$ cat src/design/lsfa_pkg.sv
// Shared types and constants for the line scan filter with auto exposure.
package lsfa_pkg;

  localparam int SAMPLE_W  = 10;
  localparam int INDEX_W   = 7;
  localparam int ITV_W     = 16;
  localparam int APB_AW    = 5;
  localparam int APB_DW    = 32;

  localparam int LINE_PIXELS_DEF  = 128;
  localparam int WINDOW_FIRST_DEF = 10;
  localparam int WINDOW_LIMIT_DEF = 118;

  localparam logic [SAMPLE_W-1:0] MIN_CAP        = 10'd1000;
  localparam logic [ITV_W-1:0]    INTERVAL_START = 16'd20000;

  // divide by ten: x * ceil(2^19 / 10) >> 19, exact for x below 2^16
  localparam logic [15:0] DIV10_MUL   = 16'd52429;
  localparam int          DIV10_SHIFT = 19;

  localparam logic [SAMPLE_W-1:0] DARK_LEVEL_RST       = 10'd750;
  localparam logic [SAMPLE_W-1:0] BRIGHT_LEVEL_RST     = 10'd950;
  localparam logic [ITV_W-1:0]    INTERVAL_CEILING_RST = 16'd37000;
  localparam logic [ITV_W-1:0]    COARSE_FLOOR_RST     = 16'd24000;
  localparam logic [ITV_W-1:0]    FINE_FLOOR_RST       = 16'd2000;
  localparam logic [ITV_W-1:0]    FINE_STEP_RST        = 16'd500;
  localparam logic [ITV_W-1:0]    COARSE_STEP_RST      = 16'd1000;

  typedef enum logic [2:0] {
    REG_DARK_LEVEL       = 3'd0,
    REG_BRIGHT_LEVEL     = 3'd1,
    REG_INTERVAL_CEILING = 3'd2,
    REG_COARSE_FLOOR     = 3'd3,
    REG_FINE_FLOOR       = 3'd4,
    REG_FINE_STEP        = 3'd5,
    REG_COARSE_STEP      = 3'd6
  } reg_idx_e;

  typedef struct packed {
    logic [SAMPLE_W-1:0] dark_level;
    logic [SAMPLE_W-1:0] bright_level;
    logic [ITV_W-1:0]    interval_ceiling;
    logic [ITV_W-1:0]    coarse_floor;
    logic [ITV_W-1:0]    fine_floor;
    logic [ITV_W-1:0]    fine_step;
    logic [ITV_W-1:0]    coarse_step;
  } cfg_t;

endpackage

$ cat src/design/line_scan_filter_autoexposure.sv
// Top level: line scan readout with temporal smoothing, window min/max and auto exposure.
//
// Each accepted sample yields exactly one result, registered at each stage; one sample can
// be taken every cycle as long as results are taken. The line store is a ring of LINE_PIXELS
// cells that rotates one place per transaction, so the current pixel's old value always sits
// at the head cell; the smoothing multiply and the store write happen in the second stage,
// the exposure adjustment in the third. Reset clears the whole ring at once. Configuration
// goes through the APB port at byte address 4*index and must only change while idle.
module line_scan_filter_autoexposure #(
  parameter int LINE_PIXELS  = lsfa_pkg::LINE_PIXELS_DEF,
  parameter int WINDOW_FIRST = lsfa_pkg::WINDOW_FIRST_DEF,
  parameter int WINDOW_LIMIT = lsfa_pkg::WINDOW_LIMIT_DEF
) (
  input  logic                          clk_i,
  input  logic                          rst_ni,
  input  logic                          psel,
  input  logic                          penable,
  input  logic                          pwrite,
  input  logic [lsfa_pkg::APB_AW-1:0]   paddr,
  input  logic [lsfa_pkg::APB_DW-1:0]   pwdata,
  output logic [lsfa_pkg::APB_DW-1:0]   prdata,
  output logic                          pready,
  input  logic                          in_valid_i,
  output logic                          in_ready_o,
  input  logic [lsfa_pkg::SAMPLE_W-1:0] sample_i,
  output logic                          out_valid_o,
  input  logic                          out_ready_i,
  output logic [lsfa_pkg::INDEX_W-1:0]  pixel_index_o,
  output logic                          start_pulse_o,
  output logic [lsfa_pkg::SAMPLE_W-1:0] smoothed_pixel_o,
  output logic                          line_end_o,
  output logic [lsfa_pkg::SAMPLE_W-1:0] line_average_o,
  output logic [lsfa_pkg::ITV_W-1:0]    exposure_interval_o,
  output logic [lsfa_pkg::SAMPLE_W-1:0] window_min_o,
  output logic [lsfa_pkg::SAMPLE_W-1:0] window_max_o
);

  localparam int SW      = lsfa_pkg::SAMPLE_W;
  localparam int IDX_W   = $clog2(LINE_PIXELS);
  localparam int QS_RAW  = $clog2((1023 / LINE_PIXELS) + 1);
  localparam int QS_W    = (QS_RAW < 1) ? 1 : QS_RAW;
  localparam int RCP_SH  = SW + IDX_W;
  localparam int RCP_MUL = ((1 << RCP_SH) + LINE_PIXELS - 1) / LINE_PIXELS;
  localparam int RCP_W   = $clog2(RCP_MUL + 1);
  localparam int PROD_W  = SW + RCP_W;
  localparam logic [IDX_W-1:0] LAST_IDX = IDX_W'(LINE_PIXELS - 1);

  // configuration
  lsfa_pkg::cfg_t cfg_q, cfg_d;
  logic           cfg_wr;

  assign pready = 1'b1;
  assign cfg_wr = psel && penable && pwrite;

  always_comb begin
    cfg_d = cfg_q;
    if (cfg_wr) begin
      case (lsfa_pkg::reg_idx_e'(paddr[4:2]))
        lsfa_pkg::REG_DARK_LEVEL:       cfg_d.dark_level       = pwdata[SW-1:0];
        lsfa_pkg::REG_BRIGHT_LEVEL:     cfg_d.bright_level     = pwdata[SW-1:0];
        lsfa_pkg::REG_INTERVAL_CEILING: cfg_d.interval_ceiling = pwdata[15:0];
        lsfa_pkg::REG_COARSE_FLOOR:     cfg_d.coarse_floor     = pwdata[15:0];
        lsfa_pkg::REG_FINE_FLOOR:       cfg_d.fine_floor       = pwdata[15:0];
        lsfa_pkg::REG_FINE_STEP:        cfg_d.fine_step        = pwdata[15:0];
        lsfa_pkg::REG_COARSE_STEP:      cfg_d.coarse_step      = pwdata[15:0];
        default: ;
      endcase
    end
  end

  always_comb begin
    case (lsfa_pkg::reg_idx_e'(paddr[4:2]))
      lsfa_pkg::REG_DARK_LEVEL:       prdata = 32'(cfg_q.dark_level);
      lsfa_pkg::REG_BRIGHT_LEVEL:     prdata = 32'(cfg_q.bright_level);
      lsfa_pkg::REG_INTERVAL_CEILING: prdata = 32'(cfg_q.interval_ceiling);
      lsfa_pkg::REG_COARSE_FLOOR:     prdata = 32'(cfg_q.coarse_floor);
      lsfa_pkg::REG_FINE_FLOOR:       prdata = 32'(cfg_q.fine_floor);
      lsfa_pkg::REG_FINE_STEP:        prdata = 32'(cfg_q.fine_step);
      lsfa_pkg::REG_COARSE_STEP:      prdata = 32'(cfg_q.coarse_step);
      default:                        prdata = '0;
    endcase
  end

  always_ff @(posedge clk_i or negedge rst_ni) begin
    if (!rst_ni) begin
      cfg_q.dark_level       <= lsfa_pkg::DARK_LEVEL_RST;
      cfg_q.bright_level     <= lsfa_pkg::BRIGHT_LEVEL_RST;
      cfg_q.interval_ceiling <= lsfa_pkg::INTERVAL_CEILING_RST;
      cfg_q.coarse_floor     <= lsfa_pkg::COARSE_FLOOR_RST;
      cfg_q.fine_floor       <= lsfa_pkg::FINE_FLOOR_RST;
      cfg_q.fine_step        <= lsfa_pkg::FINE_STEP_RST;
      cfg_q.coarse_step      <= lsfa_pkg::COARSE_STEP_RST;
    end else begin
      cfg_q <= cfg_d;
    end
  end

  // pipeline control: whole pipe moves when the output register is empty or being taken
  logic advance;
  logic out_valid_q;

  assign advance     = !out_valid_q || out_ready_i;
  assign in_ready_o  = advance;
  assign out_valid_o = out_valid_q;

  // stage 1: register the sample and its quotient by the line length
  logic [PROD_W-1:0] qs_prod;
  logic              s1_valid_q;
  logic [SW-1:0]     s1_sample_q;
  logic [QS_W-1:0]   s1_qs_q;

  assign qs_prod = PROD_W'(sample_i) * PROD_W'(RCP_MUL);

  always_ff @(posedge clk_i or negedge rst_ni) begin
    if (!rst_ni) begin
      s1_valid_q <= 1'b0;
    end else if (advance) begin
      s1_valid_q <= in_valid_i;
    end
  end

  always_ff @(posedge clk_i) begin
    if (advance) begin
      s1_sample_q <= sample_i;
      s1_qs_q     <= qs_prod[RCP_SH +: QS_W];
    end
  end

  // stage 2: smoothing, line store ring, line statistics
  logic              step;
  logic [SW-1:0]     ring [LINE_PIXELS];
  logic [13:0]       mac;
  logic [29:0]       div_prod;
  logic [SW-1:0]     smooth;
  logic [IDX_W-1:0]  idx_q, idx_d;
  logic              is_end;
  logic              in_win;
  logic [SW-1:0]     run_min_q, run_min_d, win_min;
  logic [SW-1:0]     run_max_q, run_max_d, win_max;
  logic [SW-1:0]     rem_full;
  logic [IDX_W:0]    rem_sum;
  logic              rem_carry;
  logic [IDX_W-1:0]  rem_q, rem_d;
  logic [SW-1:0]     quo_q, quo_d, quo_sum;
  logic [IDX_W+6:0]  idx_ext;

  assign step = s1_valid_q && advance;

  for (genvar i = 0; i < LINE_PIXELS; i++) begin : g_ring
    logic [SW-1:0] cell_in;
    if (i == LINE_PIXELS - 1) begin : g_tail
      assign cell_in = smooth;
    end else begin : g_body
      assign cell_in = ring[i+1];
    end
    lsfa_cell u_cell (
      .clk_i  (clk_i),
      .rst_ni (rst_ni),
      .shift_i(step),
      .data_i (cell_in),
      .data_o (ring[i])
    );
  end

  assign mac      = {1'b0, s1_sample_q, 3'b000} + 14'(s1_sample_q) + 14'(ring[0]);
  assign div_prod = 30'(mac) * 30'(lsfa_pkg::DIV10_MUL);
  assign smooth   = div_prod[lsfa_pkg::DIV10_SHIFT +: SW];

  assign is_end = (idx_q == LAST_IDX);
  assign idx_d  = is_end ? '0 : idx_q + 1'b1;
  assign in_win = (32'(idx_q) >= 32'(WINDOW_FIRST)) && (32'(idx_q) < 32'(WINDOW_LIMIT));

  assign win_min = (in_win && (smooth < run_min_q)) ? smooth : run_min_q;
  assign win_max = (in_win && (smooth > run_max_q)) ? smooth : run_max_q;
  assign run_min_d = is_end ? lsfa_pkg::MIN_CAP : win_min;
  assign run_max_d = is_end ? '0 : win_max;

  // running quotient and remainder of the raw sum by the line length
  assign rem_full  = s1_sample_q - SW'(s1_qs_q * LINE_PIXELS);
  assign rem_sum   = {1'b0, rem_q} + {1'b0, rem_full[IDX_W-1:0]};
  assign rem_carry = (rem_sum >= (IDX_W+1)'(LINE_PIXELS));
  assign quo_sum   = quo_q + SW'(s1_qs_q) + SW'(rem_carry);
  assign rem_d     = is_end ? '0
                   : (rem_carry ? IDX_W'(rem_sum - (IDX_W+1)'(LINE_PIXELS))
                                : rem_sum[IDX_W-1:0]);
  assign quo_d     = is_end ? '0 : quo_sum;
  assign idx_ext   = {7'd0, idx_q};

  always_ff @(posedge clk_i or negedge rst_ni) begin
    if (!rst_ni) begin
      idx_q     <= '0;
      run_min_q <= lsfa_pkg::MIN_CAP;
      run_max_q <= '0;
      rem_q     <= '0;
      quo_q     <= '0;
    end else if (step) begin
      idx_q     <= idx_d;
      run_min_q <= run_min_d;
      run_max_q <= run_max_d;
      rem_q     <= rem_d;
      quo_q     <= quo_d;
    end
  end

  logic                          s2_valid_q;
  logic [lsfa_pkg::INDEX_W-1:0]  s2_index_q;
  logic                          s2_start_q;
  logic [SW-1:0]                 s2_smooth_q;
  logic                          s2_end_q;
  logic [SW-1:0]                 s2_avg_q;
  logic [SW-1:0]                 s2_min_q;
  logic [SW-1:0]                 s2_max_q;

  always_ff @(posedge clk_i or negedge rst_ni) begin
    if (!rst_ni) begin
      s2_valid_q <= 1'b0;
    end else if (advance) begin
      s2_valid_q <= s1_valid_q;
    end
  end

  always_ff @(posedge clk_i) begin
    if (advance) begin
      s2_index_q  <= idx_ext[6:0];
      s2_start_q  <= (idx_q == '0) || (idx_q == IDX_W'(1));
      s2_smooth_q <= smooth;
      s2_end_q    <= is_end;
      s2_avg_q    <= is_end ? quo_sum : '0;
      s2_min_q    <= is_end ? win_min : '0;
      s2_max_q    <= is_end ? win_max : '0;
    end
  end

  // stage 3: exposure adjustment and output register
  logic [lsfa_pkg::ITV_W-1:0] itv_q, itv_d, itv_adj;

  lsfa_exposure u_exposure (
    .cfg_i     (cfg_q),
    .average_i (s2_avg_q),
    .interval_i(itv_q),
    .interval_o(itv_adj)
  );

  assign itv_d = (s2_valid_q && s2_end_q) ? itv_adj : itv_q;

  always_ff @(posedge clk_i or negedge rst_ni) begin
    if (!rst_ni) begin
      itv_q       <= lsfa_pkg::INTERVAL_START;
      out_valid_q <= 1'b0;
    end else if (advance) begin
      itv_q       <= itv_d;
      out_valid_q <= s2_valid_q;
    end
  end

  always_ff @(posedge clk_i) begin
    if (advance) begin
      pixel_index_o       <= s2_index_q;
      start_pulse_o       <= s2_start_q;
      smoothed_pixel_o    <= s2_smooth_q;
      line_end_o          <= s2_end_q;
      line_average_o      <= s2_avg_q;
      exposure_interval_o <= itv_d;
      window_min_o        <= s2_min_q;
      window_max_o        <= s2_max_q;
    end
  end

endmodule

$ cat src/design/lsfa_cell.sv
// One cell of the line store ring: holds one smoothed pixel, shifts toward the head.
module lsfa_cell (
  input  logic                          clk_i,
  input  logic                          rst_ni,
  input  logic                          shift_i,
  input  logic [lsfa_pkg::SAMPLE_W-1:0] data_i,
  output logic [lsfa_pkg::SAMPLE_W-1:0] data_o
);

  logic [lsfa_pkg::SAMPLE_W-1:0] pix_q;
  logic [lsfa_pkg::SAMPLE_W-1:0] pix_d;

  assign pix_d  = shift_i ? data_i : pix_q;
  assign data_o = pix_q;

  always_ff @(posedge clk_i or negedge rst_ni) begin
    if (!rst_ni) begin
      pix_q <= '0;
    end else begin
      pix_q <= pix_d;
    end
  end

endmodule

$ cat src/design/lsfa_exposure.sv
// Exposure interval adjustment from the line average.
module lsfa_exposure (
  input  lsfa_pkg::cfg_t                cfg_i,
  input  logic [lsfa_pkg::SAMPLE_W-1:0] average_i,
  input  logic [lsfa_pkg::ITV_W-1:0]    interval_i,
  output logic [lsfa_pkg::ITV_W-1:0]    interval_o
);

  logic [lsfa_pkg::ITV_W:0]   grow;
  logic [lsfa_pkg::ITV_W-1:0] shrink_coarse;
  logic [lsfa_pkg::ITV_W-1:0] shrink_fine;

  assign grow          = {1'b0, interval_i} + {1'b0, cfg_i.fine_step};
  assign shrink_coarse = (interval_i > cfg_i.coarse_step) ? interval_i - cfg_i.coarse_step : '0;
  assign shrink_fine   = (interval_i > cfg_i.fine_step) ? interval_i - cfg_i.fine_step : '0;

  always_comb begin
    interval_o = interval_i;
    if (average_i < cfg_i.dark_level) begin
      if (interval_i < cfg_i.interval_ceiling) begin
        interval_o = grow[lsfa_pkg::ITV_W] ? '1 : grow[lsfa_pkg::ITV_W-1:0];
      end
    end else if (average_i > cfg_i.bright_level) begin
      if (interval_i > cfg_i.coarse_floor) begin
        interval_o = shrink_coarse;
      end else if (interval_i > cfg_i.fine_floor) begin
        interval_o = shrink_fine;
      end
    end
  end

endmodule

$ cat config.mk
export PLATFORM = sky130hd
export DESIGN_NAME = line_scan_filter_autoexposure
export DESIGN_NICKNAME = d
export VERILOG_FILES = /design/src/design/lsfa_pkg.sv /design/src/design/line_scan_filter_autoexposure.sv /design/src/design/lsfa_cell.sv /design/src/design/lsfa_exposure.sv
export SDC_FILE = /design/constraint.sdc
export NUM_CORES = 2
export LEC_CHECK = 0
export CAP_MARGIN = 30
export CORE_UTILIZATION = 60
export DETAILED_ROUTE_END_ITERATION = 6
export DONT_BUFFER_PORTS = 1
export GPL_TIMING_DRIVEN = 0
export HOLD_SLACK_MARGIN = 0.08
export PLACE_DENSITY = 0.76
export SYNTH_ARGS = -nofsm -noshare
export SYNTH_HDL_FRONTEND = slang
export SYNTH_SLANG_ARGS = --single-unit
$ cat constraint.sdc
create_clock -name clk_i -period 16.9 [get_ports clk_i]
set_clock_uncertainty 0.05 [all_clocks]
set_input_delay 4.225 -clock clk_i [delete_from_list [all_inputs] [get_ports clk_i]]
set_output_delay 4.225 -clock clk_i [all_outputs]
set_load 0.02 [all_outputs]
# == Yosys cells after proc, flatten, opt, wreduce, memory -nomap -nowiden ==
# Cells that the tools add are included.
# classes
magnitude_cmp,12
n_reduce_logical,19
mul,1
mux,18
n_eq_ne,8
addsub,11
# ops
op,n
16-bit 2-to-1 mux,9
16-bit case mux with 7 select lines,1
16-bit greater-than comparator,4
10-bit 2-to-1 mux,5
16-bit subtractor,2
"14-bit by 16-bit multiplier with 29-bit output, second input constant",1
7-bit 2-to-1 mux,3
10-bit greater-than comparator,2
10-bit less-than comparator,2
16-bit by 16-bit adder with 17-bit output,1
16-bit less-than comparator,1
13-bit by 10-bit adder with 14-bit output,1
14-bit by 10-bit adder with 14-bit output,1
2-bit AND reduction,7
"7-bit by 1-bit subtractor with 7-bit output, second input constant",2
10-bit by 1-bit adder with 10-bit output,1
10-bit by 3-bit adder with 10-bit output,1
"3-bit equality test, second input constant",3
7-bit by 7-bit adder with 8-bit output,1
"8-bit >= comparator, second input constant",1
"7-bit by 1-bit adder with 7-bit output, second input constant",1
"7-bit by 1-bit equality test with 1-bit output, second input constant",1
"7-bit equality test, second input constant",1
"7-bit by 4-bit >= comparator with 1-bit output, second input constant",1
8 further kinds,16
# word_totals
ff_bits,1570
out_inout_bits,100
elab_cells,230
input_bits,54

# == Depth between registers and ports, before layout ==
# logic_depth
depth_word,7
depth_mapped,42
ltp_nobuf,40

# == Modules after synthesis ==
# Synthesis repeated with hierarchy kept, for this count alone.
# hier_totals
cells_unflattened,4699
hier_area_um2,74073.5
# by_module_without_submodules
mod,seq_area_each_um2,area_each_um2,cells_per_inst,instances
lsfa_cell,250.2,411.6,21,128
line_scan_filter_autoexposure,7870.0,16559.6,1335,1
lsfa_exposure,0.0,4823.4,676,1

# == Worst setup path before layout ==
# Ideal clock, no wire load.
# synth_timing
path_kind,input to output
start,input out_ready_i
end,output in_ready_o
t_required_ps,12625
n_path_buf,1
path_slack_ps,4529
cell_stages,3
t_arrival_ps,8096
cell_sequence,nor2b_1 > inv_1 > clkbuf_1
# synth_via
elab_chain_len,1
# synth_lines
element,line,rtl
"start, declared",line_scan_filter_autoexposure.sv:27,"input logic out_ready_i,"
1-bit logical OR,line_scan_filter_autoexposure.sv:102,assign advance = !out_valid_q || out_ready_i;
"end, declared",line_scan_filter_autoexposure.sv:24,"output logic in_ready_o,"
# No other way between the ends.

# == Worst setup path after layout ==
# layout_timing
start,register s1_sample_q[0]
end,register run_max_q[5]
# layout_via
elab_chain_len,7
# layout_lines
element,line,rtl
"start, declared",line_scan_filter_autoexposure.sv:109,logic [SW-1:0] s1_sample_q;
"start signal, assigned",line_scan_filter_autoexposure.sv:124,s1_sample_q <= sample_i;
13-bit by 10-bit adder with 14-bit output,line_scan_filter_autoexposure.sv:165,"assign mac = {1'b0, s1_sample_q, 3'b000} + 14'(s1_sample_q) + 14'(ring[0]);"
14-bit by 10-bit adder with 14-bit output,line_scan_filter_autoexposure.sv:165,
14-bit by 16-bit multiplier with 29-bit output,line_scan_filter_autoexposure.sv:166,assign div_prod = 30'(mac) * 30'(lsfa_pkg::DIV10_MUL);
via div_prod[22],line_scan_filter_autoexposure.sv:133,logic [29:0] div_prod;
10-bit greater-than comparator,line_scan_filter_autoexposure.sv:174,assign win_max = (in_win && (smooth > run_max_q)) ? smooth : run_max_q;
1-bit logical AND,line_scan_filter_autoexposure.sv:174,
10-bit 2-to-1 mux,line_scan_filter_autoexposure.sv:174,
10-bit 2-to-1 mux,line_scan_filter_autoexposure.sv:176,assign run_max_d = is_end ? '0 : win_max;
"end signal, assigned",line_scan_filter_autoexposure.sv:199,run_max_q <= run_max_d;
"end, declared",line_scan_filter_autoexposure.sv:139,"logic [SW-1:0] run_max_q, run_max_d, win_max;"
# The timed path passes the listed nets, and every way through them passes these cells.
# A chain may end at the register's enable or synchronous reset.

==> results by group <==
STA
  – Worst setup margin: 5.62 ns
  – Final setup TNS: 0 ns
  – Slew Limit Fails: 0
  – Fmax: 0.0887 GHz
  – Slew headroom: between 10% and 20%
  – Hold Vio Cnt, Final: 0
  – Worst-Margin Slew: roughly 1.3 ns
  – Final setup fails: 0
  – RSZ-0062 raised after global routing: no
  – Minimum clock period: 11.28 ns
  – Final period utilization: approximately two thirds

Min path
  – Hold Path End: window_min_o[0]
  – HP Start: s2_min_q[0]
  – Hold Path Class: flip-flop to flip-flop
  – Worst hold stages: 0

Die
  – I/O Pins: 154
  – Die Span Y: 339 um
  – Die X: 339 um
  – Core Rows: 123
  – CORE AREA: 0.112 mm^2
  – Die Footprint: 0.115 mm^2
  – Starting Density: 60.6%

Clock tree
  – TritonCTS Sinks: between 1500 and 2000
  – CTS clock-pin slew for the worst setup and hold paths: 0.06 ns
  – Clk Latency, worst-skew pair: 0.77 ns
  – CTS Buf Count: around 160
  – Hold Buf Count CTS: 0
  – CTS tree: done
  – Postcts setup bufs: 0
  – CTS-repair resized insts: 0
  – H-tree level count: 4
  – CTS max path bufs: 3
  – CTS root buffer: clkbuf_16

Setup path
  – Crit-path slowest cell: o21ai_1
  – WP data arrival: 11.92 ns
  – R2R Path Start: s1_sample_q[0]
  – R2r setup slk: 5.62 ns
  – CP Launch Type: flip-flop
  – Crit path largest cell delay: 0.71 ns
  – Critical path class: flip-flop to flip-flop
  – Critical Path Fanout Max: 10
  – RR Endpoint: run_max_q[5]
  – Worst Path Required: 17.55 ns
  – Reg2Reg Depth: 38
  – CP Capture Type: flip-flop

Synthesis
  – Cell area after synthesis: 0.0681 mm^2
  – FF+latch count, synth: 1567
  – Register area share after synthesis: 58.6%
  – Area contributors post-synth: dfrtp_1 51%, nand2_1 22%, edfxtp_1 5.5%
  – Syn Area/Cell: 9.11 um^2
  – Asr flop ratio synth: 92.1%
  – EDFF count, synth: 124
  – Synth warnings: 0
  – Yosys top cell by area: dfrtp_1
  – Cells after synthesis: 7480
  – Count of cell types in the netlist: 84
  – Ys flop type: dfrtp_1
  – Yosys top cell area share: 51.0%

Place
  – Placed wire-length estimate: 97400 um
  – Pre-CTS setup slack: 5.68 ns
  – Port Buffer Count: 0
  – Gpl congestion: 0.946
  – DP Area: 0.0702 mm^2

Global route
  – Via count of the first global-routing pass: 48500
  – Largest net degree at the start of global routing: 1444
  – GRT Util Overall: about a quarter
  – GRT overflow: 0
  – First-pass GRT wire length: 243000 um
  – Initial antenna violation count: 1

Detailed routing
  – Avg WL per Cell: 15.5 um
  – M1 WL: roughly 65000 um
  – Max layer used: met4
  – Vias: 48900
  – Total Wirelength: 145000 um
  – Via density: 5.26
  – DR WL met3: 6670 um
  – Initial drt markers: approximately 3500
  – Post-route ant nets: 0
  – DR pass1 iterations: 7
  – DRC: 0
  – WL met2: 68500 um

Cells and area
  – Nets: around 8100
  – Area grow syn2layout: 11.1%
  – Final design area excluding fillers: between 0.07 and 0.08 mm^2
  – Layout Utilization: about two thirds
  – Proportion of layout cells with a drive suffix above 1: 4.95%

Run
  – Max cap viols: 0

Status
  – Outcome: finished, final reports clean
==> worst max-delay path: cells and delay by family, from the launching register on <==
kind / cells / cell delay [ns]
AO/OA/AOI/OAI: 18 / 4.86
XOR/XNOR: 1 / 0.31
adder cells (fa/ha/maj): 9 / 4.11
buffers and inverters: 7 / 0.84
flip-flops: 1 / 0.50
AND/OR/NAND/NOR: 3 / 0.53
==> sequential cells by signal (all words and copies together), names as in the netlist, 16 cells and up <==
name and count:
cfg_q 100, exposure_interval_o 16, g_ring.u_cell.data_o 1280, itv_q 16
==> placed cells by master (no fill, tap or decap), types with 10 or more instances in the layout <==
cell / synthesis / layout
nand2b_1: 15 / 15
clkinv_2: 0 / 25
clkbuf_1: 328 / 368
a21o_1: 42 / 42
buf_4: 19 / 26
nor3_1: 14 / 14
a211oi_1: 16 / 16
bufinv_16: 0 / 11
dfstp_2: 54 / 54
a22o_1: 20 / 20
nand2_1: 4015 / 4015
o21ai_0: 178 / 178
xor2_1: 12 / 12
fa_1: 68 / 68
ha_1: 255 / 255
edfxtp_1: 124 / 124
a22oi_1: 12 / 12
o21a_1: 15 / 15
clkbuf_16: 0 / 160
conb_1: 2 / 17
and2_1: 10 / 10
o22ai_1: 13 / 13
and3_1: 15 / 15
nor2_1: 109 / 109
nor2b_1: 22 / 22
nand4_1: 20 / 20
nand3_1: 26 / 26
dfrtp_1: 1389 / 1389
mux2_2: 17 / 17
o221ai_1: 12 / 12
clkbuf_8: 0 / 26
mux2i_1: 34 / 34
o21bai_1: 10 / 10
inv_1: 269 / 269
a221oi_1: 11 / 11
buf_1: 18 / 18
a21oi_1: 101 / 101
a31oi_1: 23 / 23
xnor2_1: 56 / 56
==> metal layers <==
layer,vias up,global-route usage [%]
met3,305,3.57
met1,23700,36.1
met2,987,41.7
met5,-,0
met4,0,7.98
li1,23900,-
==> synthesized netlist by cell type (13+ instances only) <==
library cell,number
clkbuf_1,328
dfstp_2,54
xnor2_1,56
and3_1,15
edfxtp_1,124
nand4_1,20
o21ai_0,178
nand2_1,4015
nor3_1,14
a21oi_1,101
a31oi_1,23
nand2b_1,15
o21a_1,15
fa_1,68
nand3_1,26
nor2b_1,22
buf_4,19
mux2i_1,34
buf_1,18
dfrtp_1,1389
nor2_1,109
ha_1,255
a21o_1,42
a211oi_1,16
o22ai_1,13
mux2_2,17
a22o_1,20
inv_1,269
==> stage by stage <==
stage,hold WS [ns],cells
6_report,0.367,9302
5_1_grt,0.369,9300
4_1_cts,0.367,9291
3_5_place_dp,0.355,9005
3_3_place_gp,0.352,8995
2_1_floorplan,0.350,7495
==> worst max-delay path by stage <==
stage	start	to	slack (ns)
floorplan	out_ready_i	in_ready_o	4.53
global placement	out_ready_i	in_ready_o	3.09
detailed placement	s1_sample_q[0]	run_max_q[3]	5.68
CTS	s1_sample_q[0]	run_max_q[5]	5.60
global route	s1_sample_q[0]	run_max_q[5]	4.76
finish	s1_sample_q[0]	run_max_q[5]	5.62
==> cell type report <==
class / instances / area (um^2)
timing repair buffer: 18 / 323
clock buffer: 227 / 4520
buffer: 374 / 1500
antenna: 3 / 7.51
multi-input combinational: 5283 / 25800
sequential: 1567 / 39900
fill: 8760 / 36800
clock inverter: 59 / 781
inverter: 271 / 1020
tap: 1500 / 1880
==> logic make-up after synthesis <==
group | share of synthesized area (%)
AOI/OAI and AO/OA | 5.07
xor gates and xnor gates | 0.907
adders and majority gates | 6.68
buffers and inverters | 3.69
DFF | 58.6
muxes | 0.913
other | 0.0110
and+or+nand+nor | 24.2
Power is not shown: default switching activity piles up to over one toggle a cycle in this logic, so the estimate is an artifact.
